### src/rtl/plane_from_points_distance_assert.svh
// Assertion macros used by the RTL
`ifndef PLANE_FROM_POINTS_DISTANCE_ASSERT_SVH
`define PLANE_FROM_POINTS_DISTANCE_ASSERT_SVH
`ifndef ASSERT_OFF
`define PFPD_ASSERT_IMP(lbl, clk, rstn, ante, cons) \
  lbl: assert property (@(posedge clk) disable iff (!rstn) (ante) |-> (cons)) \
    else $error("assertion failed");
`define PFPD_ASSERT_NXT(lbl, clk, rstn, ante, cons) \
  lbl: assert property (@(posedge clk) disable iff (!rstn) (ante) |=> (cons)) \
    else $error("assertion failed");
`define PFPD_ASSERT_DLY(lbl, clk, rstn, ante, n, cons) \
  lbl: assert property (@(posedge clk) disable iff (!rstn) (ante) |-> ##n (cons)) \
    else $error("assertion failed");
`else
`define PFPD_ASSERT_IMP(lbl, clk, rstn, ante, cons)
`define PFPD_ASSERT_NXT(lbl, clk, rstn, ante, cons)
`define PFPD_ASSERT_DLY(lbl, clk, rstn, ante, n, cons)
`endif
`endif

### src/rtl/pfpd_pkg.sv
package pfpd_pkg;

  // width of the distance result
  localparam int DIST_BITS = 34;

  // control that travels with each item down the root search
  typedef struct packed {
    logic valid;
    logic neg;
    logic degen;
  } ctl_t;

endpackage

### src/rtl/pfpd_root_step.sv
module pfpd_root_step #(
  parameter int K  = 0,
  parameter int WB = 8,
  parameter int RB = 4
) (
  input  logic                 clk_i,
  input  logic                 rst_ni,
  input  pfpd_pkg::ctl_t       ctl_i,
  input  logic signed [WB-1:0] s_i,
  input  logic signed [WB-1:0] l_i,
  input  logic signed [WB-1:0] e_i,
  input  logic signed [WB-1:0] g_i,
  input  logic        [RB-1:0] r_i,
  output pfpd_pkg::ctl_t       ctl_o,
  output logic signed [WB-1:0] s_o,
  output logic signed [WB-1:0] l_o,
  output logic signed [WB-1:0] e_o,
  output logic signed [WB-1:0] g_o,
  output logic        [RB-1:0] r_o
);

  // e = (2r-1)^2 s, g = (2r-1) s; trial of bit K
  logic signed [WB-1:0] cand;
  logic                 take;
  logic signed [WB-1:0] e_d, g_d;
  logic        [RB-1:0] r_d;

  assign cand = e_i + (g_i <<< (K + 2)) + (s_i <<< (2 * K + 2));
  assign take = (cand <= l_i);
  assign e_d  = take ? cand : e_i;
  assign g_d  = take ? (g_i + (s_i <<< (K + 1))) : g_i;
  assign r_d  = take ? (r_i | (RB'(1) << K)) : r_i;

  always_ff @(posedge clk_i or negedge rst_ni) begin
    if (!rst_ni) begin
      ctl_o <= '0;
    end else begin
      ctl_o <= ctl_i;
    end
  end

  always_ff @(posedge clk_i) begin
    s_o <= s_i;
    l_o <= l_i;
    e_o <= e_d;
    g_o <= g_d;
    r_o <= r_d;
  end

endmodule

### config.mk
export PLATFORM = sky130hd
export DESIGN_NAME = pfpd_root_step
export DESIGN_NICKNAME = d
export VERILOG_FILES = /design/src/rtl/plane_from_points_distance_assert.svh /design/src/rtl/pfpd_pkg.sv /design/src/rtl/pfpd_root_step.sv
export SDC_FILE = /design/constraint.sdc
export NUM_CORES = 1
export LEC_CHECK = 0
export BUFFER_PORTS_ARGS = -buffer_cell sky130_fd_sc_hd__buf_2
export CAP_MARGIN = 5
export CORE_MARGIN = 5
export CORE_UTILIZATION = 35
export DETAILED_ROUTE_END_ITERATION = 6
export PLACE_DENSITY = 0.72
export SETUP_SLACK_MARGIN = 0.02
export SYNTH_ARGS = -nofsm -noshare
export SYNTH_HDL_FRONTEND = slang
export SYNTH_SLANG_ARGS = --single-unit
### constraint.sdc
create_clock -name clk_i -period 0.8 [get_ports clk_i]
set_input_delay 0.08 -clock clk_i [delete_from_list [all_inputs] [get_ports clk_i]]
set_output_delay 0.08 -clock clk_i [all_outputs]
set_load 0.01 [all_outputs]
==> impl_summary.log, run 1 <==
INFO  metric tritoncts = done
INFO  metric drt-initial-drc-count = 28
INFO  metric clkSinkCount = 39
INFO  metric detail_route.wl_per_cell = 12.48 um
INFO  metric grt_overflow = 0
INFO  metric failed_checks = setup timing
INFO  metric rsz_0062_raised_after_global_routing = true
INFO  metric worst-setup-path-type = in -> reg
INFO  metric layout-area-overhead-vs-synth = 71.87%
INFO  metric starting_utilization_of_the_core_area = 36.75%
INFO  metric holdWs = 0.01081 ns
INFO  metric netlist_area = 1770 um2
INFO  metric worst-path-max-fanout = 7
INFO  metric floorplan.die_area = 6580 um2
INFO  metric gp_routability_congestion = 0.7805
INFO  metric placed_wire_length_estimate_after_detailed_placement = 3319 um
INFO  metric detail_route.first_pass.iterations = 4
INFO  metric io_buffer_count = 79
INFO  metric cellPowerDensity = 2693 nW/um2
INFO  metric antenna_violating_nets_left = 0
INFO  metric synth.top_cell.area_share = 40.71%
INFO  metric max-slew-margin-rel = 70.86%
INFO  metric period_needed = 3.023 ns
INFO  metric crit_arrival = 3.20 ns
INFO  metric grt_usage = 14.80%
INFO  metric post-route-worst-setup-slack = -2.223 ns
INFO  metric p_total = 8.195 mW
INFO  metric ir_drop = 0.001294 V
INFO  metric core-area = 4817 um2
INFO  metric final_core_utilization = 63.17%
INFO  metric hp-class = in -> reg
INFO  metric final_common_cell = sky130_fd_sc_hd__buf_2
INFO  metric post-route-cell-area = 3043 um2
INFO  metric yosysSeqAreaShare = 44.95%
INFO  metric drcViolationCount = 0
INFO  metric pre_cts_ws = -2.599 ns
INFO  metric highest_attainable_clock_frequency = 330.8 MHz
INFO  metric final-max-slew-violation-count = 0
INFO  metric wire_length_of_the_first_global_routing_pass = 7224 um
INFO  metric syn_nets = 209
INFO  metric most-common-layout-cells = 69 x sky130_fd_sc_hd__buf_2, 36 x sky130_fd_sc_hd__buf_4, 30 x sky130_fd_sc_hd__dfxtp_1, 21 x sky130_fd_sc_hd__dlygate4sd3_1, 16 x sky130_fd_sc_hd__ha_1
INFO  metric die_w = 81.12 um
INFO  metric dieHeight = 81.12 um
INFO  metric critPathCaptureType = register
INFO  metric postSynthCellCount = 143
INFO  metric clk_pin_slew = 0.08 ns
INFO  metric final_min_period_over_clock_period = 377.9%
INFO  metric numCtsBuffers = 5
INFO  metric leakage = 1.522 nW
INFO  metric clock_tree.buffer_depth = 2
INFO  metric ys_top_cells_by_area = sky130_fd_sc_hd__dfxtp_1 41%, sky130_fd_sc_hd__ha_1 13%, sky130_fd_sc_hd__fa_1 7.9%
INFO  metric num_vias = 1,540
INFO  metric cts_htree_levels = 2
INFO  metric totalWireLength = 4456 um
INFO  metric grt_antenna_before_repair = 0
INFO  metric kind_of_launch_point_of_the_worst_setup_path = input port
INFO  metric post-synth-top-area-cell = sky130_fd_sc_hd__dfxtp_1
INFO  metric finish_stage_setup_viols = 28
INFO  metric synth.yosys.warnings = 0
INFO  metric drv_cap = 0
INFO  metric layout_cells_sized_above_1 = 55.17%
INFO  metric status = complete, but fails checks
INFO  metric grt_start_max_net_pins = 13
INFO  metric layout.cells.non_filler = 357
INFO  metric vias_per_cell = 4.314
INFO  metric via_count_of_the_first_global_routing_pass = 1,670
INFO  metric postSynthAreaPerCell = 12.38 um2
INFO  metric critical_path_required_time = 0.98 ns
INFO  metric antenna_cells = 0
INFO  metric setup_tns = -30.95 ns
INFO  metric rows = 25
INFO  metric design.final.nets = 355
INFO  metric ios = 80
INFO  metric yosysUniqueCellTypes = 34
INFO  metric clk_root_buffer_cell = sky130_fd_sc_hd__clkbuf_8
INFO  metric synth_seq_cells = 39
INFO  metric report.final.hold_viol_count = 0
INFO  metric worst-slew-pin-transition = 0.4325 ns
INFO  metric place.detailed.instances = 316
INFO  metric placement.cell_area = 2459 um2
## critical path, cell delays in order
cell and delay, ns:
sky130_fd_sc_hd__buf_6 0.07, sky130_fd_sc_hd__inv_2 0.03, sky130_fd_sc_hd__fa_1 0.54, sky130_fd_sc_hd__inv_2 0.05
sky130_fd_sc_hd__ha_4 0.16, sky130_fd_sc_hd__fa_2 0.37, sky130_fd_sc_hd__a21o_1 0.18, sky130_fd_sc_hd__a21oi_2 0.16
sky130_fd_sc_hd__xnor2_2 0.11, sky130_fd_sc_hd__ha_4 0.29, sky130_fd_sc_hd__inv_4 0.04, sky130_fd_sc_hd__a2111oi_4 0.30
sky130_fd_sc_hd__buf_4 0.19, sky130_fd_sc_hd__o211ai_4 0.13, sky130_fd_sc_hd__nand2_4 0.20, sky130_fd_sc_hd__mux2_4 0.32
## routing by layer
metal	wire length [um]	vias up	global-route usage, %	part of all wire (%)
met5	0	-	0	0
met4	190	0	9.459	4.3
met3	390	17	6.984	8.8
met2	2233	59	25.12	50
met1	1642	690	14.41	37
li1	-	774	-	-
## cells in the mapped netlist, drive strengths merged
master,number
xnor2,7
a311oi,1
a21oi,5
o21ai,2
xor2,3
inv,18
a21boi,1
o311a,1
nand2b,1
a221oi,1
dfrtp,3
nand4,1
a21o,3
nor3,2
or3b,1
o21a,1
mux2,11
mux2i,1
o211ai,3
nand3,1
nor2,3
ha,18
or2,1
buf,1
a2111oi,1
o31ai,1
fa,7
nand2,4
dfxtp,36
nor2b,4
## flip-flops by register name, summed over array words and instances, names as in the netlist
signal and flops:
ctl_o 3, e_o 8, g_o 8, l_o 8, r_o 4, s_o 8
## area by class of cell
| class | count | area (um2) |
|---|---|---|
| fill | 414 | 1774 |
| multi-input combinational | 86 | 984.7 |
| timing repair buffer | 139 | 975.9 |
| sequential | 39 | 803.3 |
| tap | 67 | 83.83 |
| clock buffer | 6 | 82.58 |
| inverter | 18 | 77.57 |
| clock inverter | 2 | 35.03 |
## where the power goes
| part | internal [mW] | total [mW] | switching [mW] |
|---|---|---|---|
| clock network | 1.01 | 1.70 | 0.688 |
| registers | 2.40 | 2.52 | 0.113 |
| logic | 2.25 | 3.98 | 1.73 |
| total | 5.66 | 8.20 | 2.53 |
## logic make-up (layout without fill, tap and decap cells)
logic type / after synthesis / in the layout / synth area share [%]
flops: 39 / 39 / 44.95
buf+inv: 19 / 165 / 4.947
fa+ha+maj: 25 / 25 / 20.64
xor+xnor: 10 / 10 / 4.947
compound gates: 20 / 20 / 9.541
mux: 12 / 12 / 9.258
simple gates: 18 / 19 / 5.725
## worst paths after layout
kind / start / end / slack (ns) / cells past startpoint
max in group asynchronous: rst_ni / ctl_o[1] / 0.59 / 2
worst max-delay path: e_i[3] / e_o[6] / -2.22 / 16
worst min-delay path: s_i[5] / s_o[5] / 0.01 / 2
min in group asynchronous: rst_ni / ctl_o[2] / 0.10 / 2
## repair_timing
item / 4_1_cts / 5_1_grt
hold endpoints to repair: 23 / 0
pin swaps: 10 / 10
setup buffers: 4 / 7
hold buffers: 21 / 0
endpoints found under the setup margin: 53 / 53
gates cloned: 1 / 0
gates resized for setup: 20 / 15
Power figures use the tool's default switching activity.
==> inputs of run 2 (changes only) <==
--- a/config.mk
+++ b/config.mk
@@ -9,6 +9,7 @@
 export CAP_MARGIN = 5
 export CORE_MARGIN = 5
 export CORE_UTILIZATION = 35
+export CTS_BUF_LIST = sky130_fd_sc_hd__clkbuf_4
 export DETAILED_ROUTE_END_ITERATION = 6
 export PLACE_DENSITY = 0.72
 export SETUP_SLACK_MARGIN = 0.02
==> run 2 against run 1 <==
The run still ends with setup timing left. Combinational power hardly changed. First-iteration DRC count is 25% lower. Critical path type unchanged. Hold slack improved by 0.022 ns. Largest cell class is now buffers. Global-route usage increased by 0.050 points. Design area is 0.99% higher. Clock power is 23% lower. Routed wire length up 3.5%. Cell count increased by 1.7%. Flip-flop and latch count did not move. Utilization grew 0.62 points.
==> impl_summary.log, run 2 (synthesized netlist as in run 1, its figures left out) <==
INFO  metric status = complete, but fails checks
INFO  metric failed_checks = setup timing
INFO  metric grt_start_max_net_pins = 13 (unchanged)
INFO  metric via_count_of_the_first_global_routing_pass = 1,701 (+1.9%)
INFO  metric cellPowerDensity = 2534 nW/um2 (-5.9%)
INFO  metric num_vias = 1,562 (+1.4%)
INFO  metric worst-path-max-fanout = 6 (-1)
INFO  metric layout-area-overhead-vs-synth = 73.57%
INFO  metric final_common_cell = sky130_fd_sc_hd__buf_2
INFO  metric antenna_violating_nets_left = 0 (unchanged)
INFO  metric floorplan.die_area = 6580 um2 (unchanged)
INFO  metric clk_pin_slew = 0.12 ns (+0.04 ns)
INFO  metric design.final.nets = 361 (+1.7%)
INFO  metric worst-setup-path-type = in -> reg
INFO  metric clock_tree.buffer_depth = 2 (unchanged)
INFO  metric setup_tns = -32.24 ns (-1.291 ns)
INFO  metric placed_wire_length_estimate_after_detailed_placement = 3319 um (unchanged)
INFO  metric p_total = 7.788 mW (-5.0%)
INFO  metric dieHeight = 81.12 um (unchanged)
INFO  metric post-route-worst-setup-slack = -2.139 ns (+0.08446 ns)
INFO  metric grt_usage = 14.85% (+0.050 points)
INFO  metric detail_route.wl_per_cell = 12.71 um (+1.8%)
INFO  metric ios = 80 (unchanged)
INFO  metric final_core_utilization = 63.79% (+0.62 points)
INFO  metric io_buffer_count = 79 (unchanged)
INFO  metric wire_length_of_the_first_global_routing_pass = 7424 um (+2.8%)
INFO  metric crit_arrival = 3.18 ns (-0.02 ns)
INFO  metric clk_root_buffer_cell = sky130_fd_sc_hd__clkbuf_4
INFO  metric detail_route.first_pass.iterations = 4 (unchanged)
INFO  metric numCtsBuffers = 5 (unchanged)
INFO  metric critical_path_required_time = 1.04 ns (+0.06 ns)
INFO  metric report.final.hold_viol_count = 0 (unchanged)
INFO  metric worst-slew-pin-transition = 0.4225 ns (-0.009990 ns)
INFO  metric max-slew-margin-rel = 71.61% (+0.75 points)
INFO  metric final-max-slew-violation-count = 0 (unchanged)
INFO  metric clkSinkCount = 39 (unchanged)
INFO  metric tritoncts = done
INFO  metric period_needed = 2.939 ns (-0.08446 ns)
INFO  metric critPathCaptureType = register
INFO  metric leakage = 1.528 nW (+0.38%)
INFO  metric ir_drop = 0.001181 V (-8.8%)
INFO  metric rows = 25 (unchanged)
INFO  metric kind_of_launch_point_of_the_worst_setup_path = input port
INFO  metric gp_routability_congestion = 0.7805 (unchanged)
INFO  metric cts_htree_levels = 2 (unchanged)
INFO  metric place.detailed.instances = 316 (unchanged)
INFO  metric drcViolationCount = 0 (unchanged)
INFO  metric totalWireLength = 4614 um (+3.5%)
INFO  metric grt_overflow = 0 (unchanged)
INFO  metric drv_cap = 0 (unchanged)
INFO  metric rsz_0062_raised_after_global_routing = true
INFO  metric hp-class = in -> async
INFO  metric starting_utilization_of_the_core_area = 36.75% (unchanged)
INFO  metric grt_antenna_before_repair = 0 (unchanged)
INFO  metric most-common-layout-cells = 68 x sky130_fd_sc_hd__buf_2, 34 x sky130_fd_sc_hd__buf_4, 30 x sky130_fd_sc_hd__dlygate4sd3_1, 29 x sky130_fd_sc_hd__dfxtp_1, 16 x sky130_fd_sc_hd__ha_1
INFO  metric antenna_cells = 0 (unchanged)
INFO  metric final_min_period_over_clock_period = 367.3% (-11 points)
INFO  metric layout_cells_sized_above_1 = 53.04% (-2.1 points)
INFO  metric vias_per_cell = 4.303 (-0.25%)
INFO  metric highest_attainable_clock_frequency = 340.3 MHz (+2.9%)
INFO  metric layout.cells.non_filler = 363 (+1.7%)
INFO  metric finish_stage_setup_viols = 53 (+89%)
INFO  metric core-area = 4817 um2 (unchanged)
INFO  metric drt-initial-drc-count = 21 (-25%)
INFO  metric die_w = 81.12 um (unchanged)
-- run 2: cell types whose count changed in the layout (fill, tap and decap cells not counted) --
| cell | change |
|---|---|
| sky130_fd_sc_hd__clkbuf_8 | -6 |
| sky130_fd_sc_hd__clkinv_1 | +1 |
| sky130_fd_sc_hd__buf_4 | -2 |
| sky130_fd_sc_hd__dfxtp_1 | -1 |
| sky130_fd_sc_hd__dfxtp_2 | +1 |
| sky130_fd_sc_hd__buf_2 | -1 |
| sky130_fd_sc_hd__clkbuf_4 | +5 |
| sky130_fd_sc_hd__dlygate4sd3_1 | +9 |
-- run 2: worst max path at each step --
stage,from,end,slack (ns),cells after the start
finish,e_i[3],g_o[3],-2.14,17
global route,e_i[3],g_o[5],-2.22,17
CTS,e_i[3],e_o[6],-2.10,15
detailed placement,g_i[1],e_o[7],-2.60,13
global placement,g_i[1],e_o[2],-2.52,13
floorplan,g_i[1],e_o[4],-2.27,13
-- run 2: worst max-delay path, stage by stage --
cell	delay (ns)
sky130_fd_sc_hd__buf_6	0.07
sky130_fd_sc_hd__inv_2	0.03
sky130_fd_sc_hd__fa_1	0.54
sky130_fd_sc_hd__inv_2	0.05
sky130_fd_sc_hd__ha_4	0.15
sky130_fd_sc_hd__fa_2	0.36
sky130_fd_sc_hd__a21o_1	0.20
sky130_fd_sc_hd__a21oi_2	0.18
sky130_fd_sc_hd__xnor2_2	0.16
sky130_fd_sc_hd__ha_4	0.24
sky130_fd_sc_hd__inv_4	0.07
sky130_fd_sc_hd__a2111oi_4	0.03
sky130_fd_sc_hd__buf_4	0.16
sky130_fd_sc_hd__a221oi_4	0.31
sky130_fd_sc_hd__buf_6	0.18
sky130_fd_sc_hd__nand2_8	0.07
sky130_fd_sc_hd__mux2_4	0.30
-- run 2: layout make-up --
type,instances,area [um2]
flip-flops and latches,39,804.5
multi-input cells,86,984.7
fillers,409,1744
inverters,18,77.57
repair buffers,145,1046
well taps,67,83.83
clock buffers,5,37.54
clock inverters,3,38.79
-- run 2: layer usage --
metal / vias to the layer above / share of wire (%) / GRT usage, %
li1: 787 / - / -
met1: 714 / 39 / 15.17
met2: 51 / 51 / 26.60
met3: 10 / 7.6 / 6.098
met4: 0 / 2.5 / 6.250
met5: - / 0 / 0
-- run 2: timing repair --
action,in CTS,in global routing
endpoints found under the hold margin,31,1
pin swaps,10,1
gates cloned,1,0
setup buffers,4,5
hold buffers,29,1
gates resized for setup,20,16
setup endpoints to repair,53,53
-- run 2: through the flow --
stage	hold slack, ns	instance area, um2	worst slack [ns]
global placement	-0.1265	2459	-2.523
floorplan	-0.2156	1789	-2.270
global route	0.02399	3073	-2.217
CTS	0.01071	2960	-2.096
detailed placement	-0.1220	2459	-2.599
finish	0.03292	3073	-2.139
-- run 2: report_power, final --
group          internal (mW)  total [mW]  switching (mW)  leakage (nW)
logic                   2.23        3.95            1.72          1.15
registers               2.41        2.53           0.126         0.339
clock network          0.643        1.31           0.664        0.0426
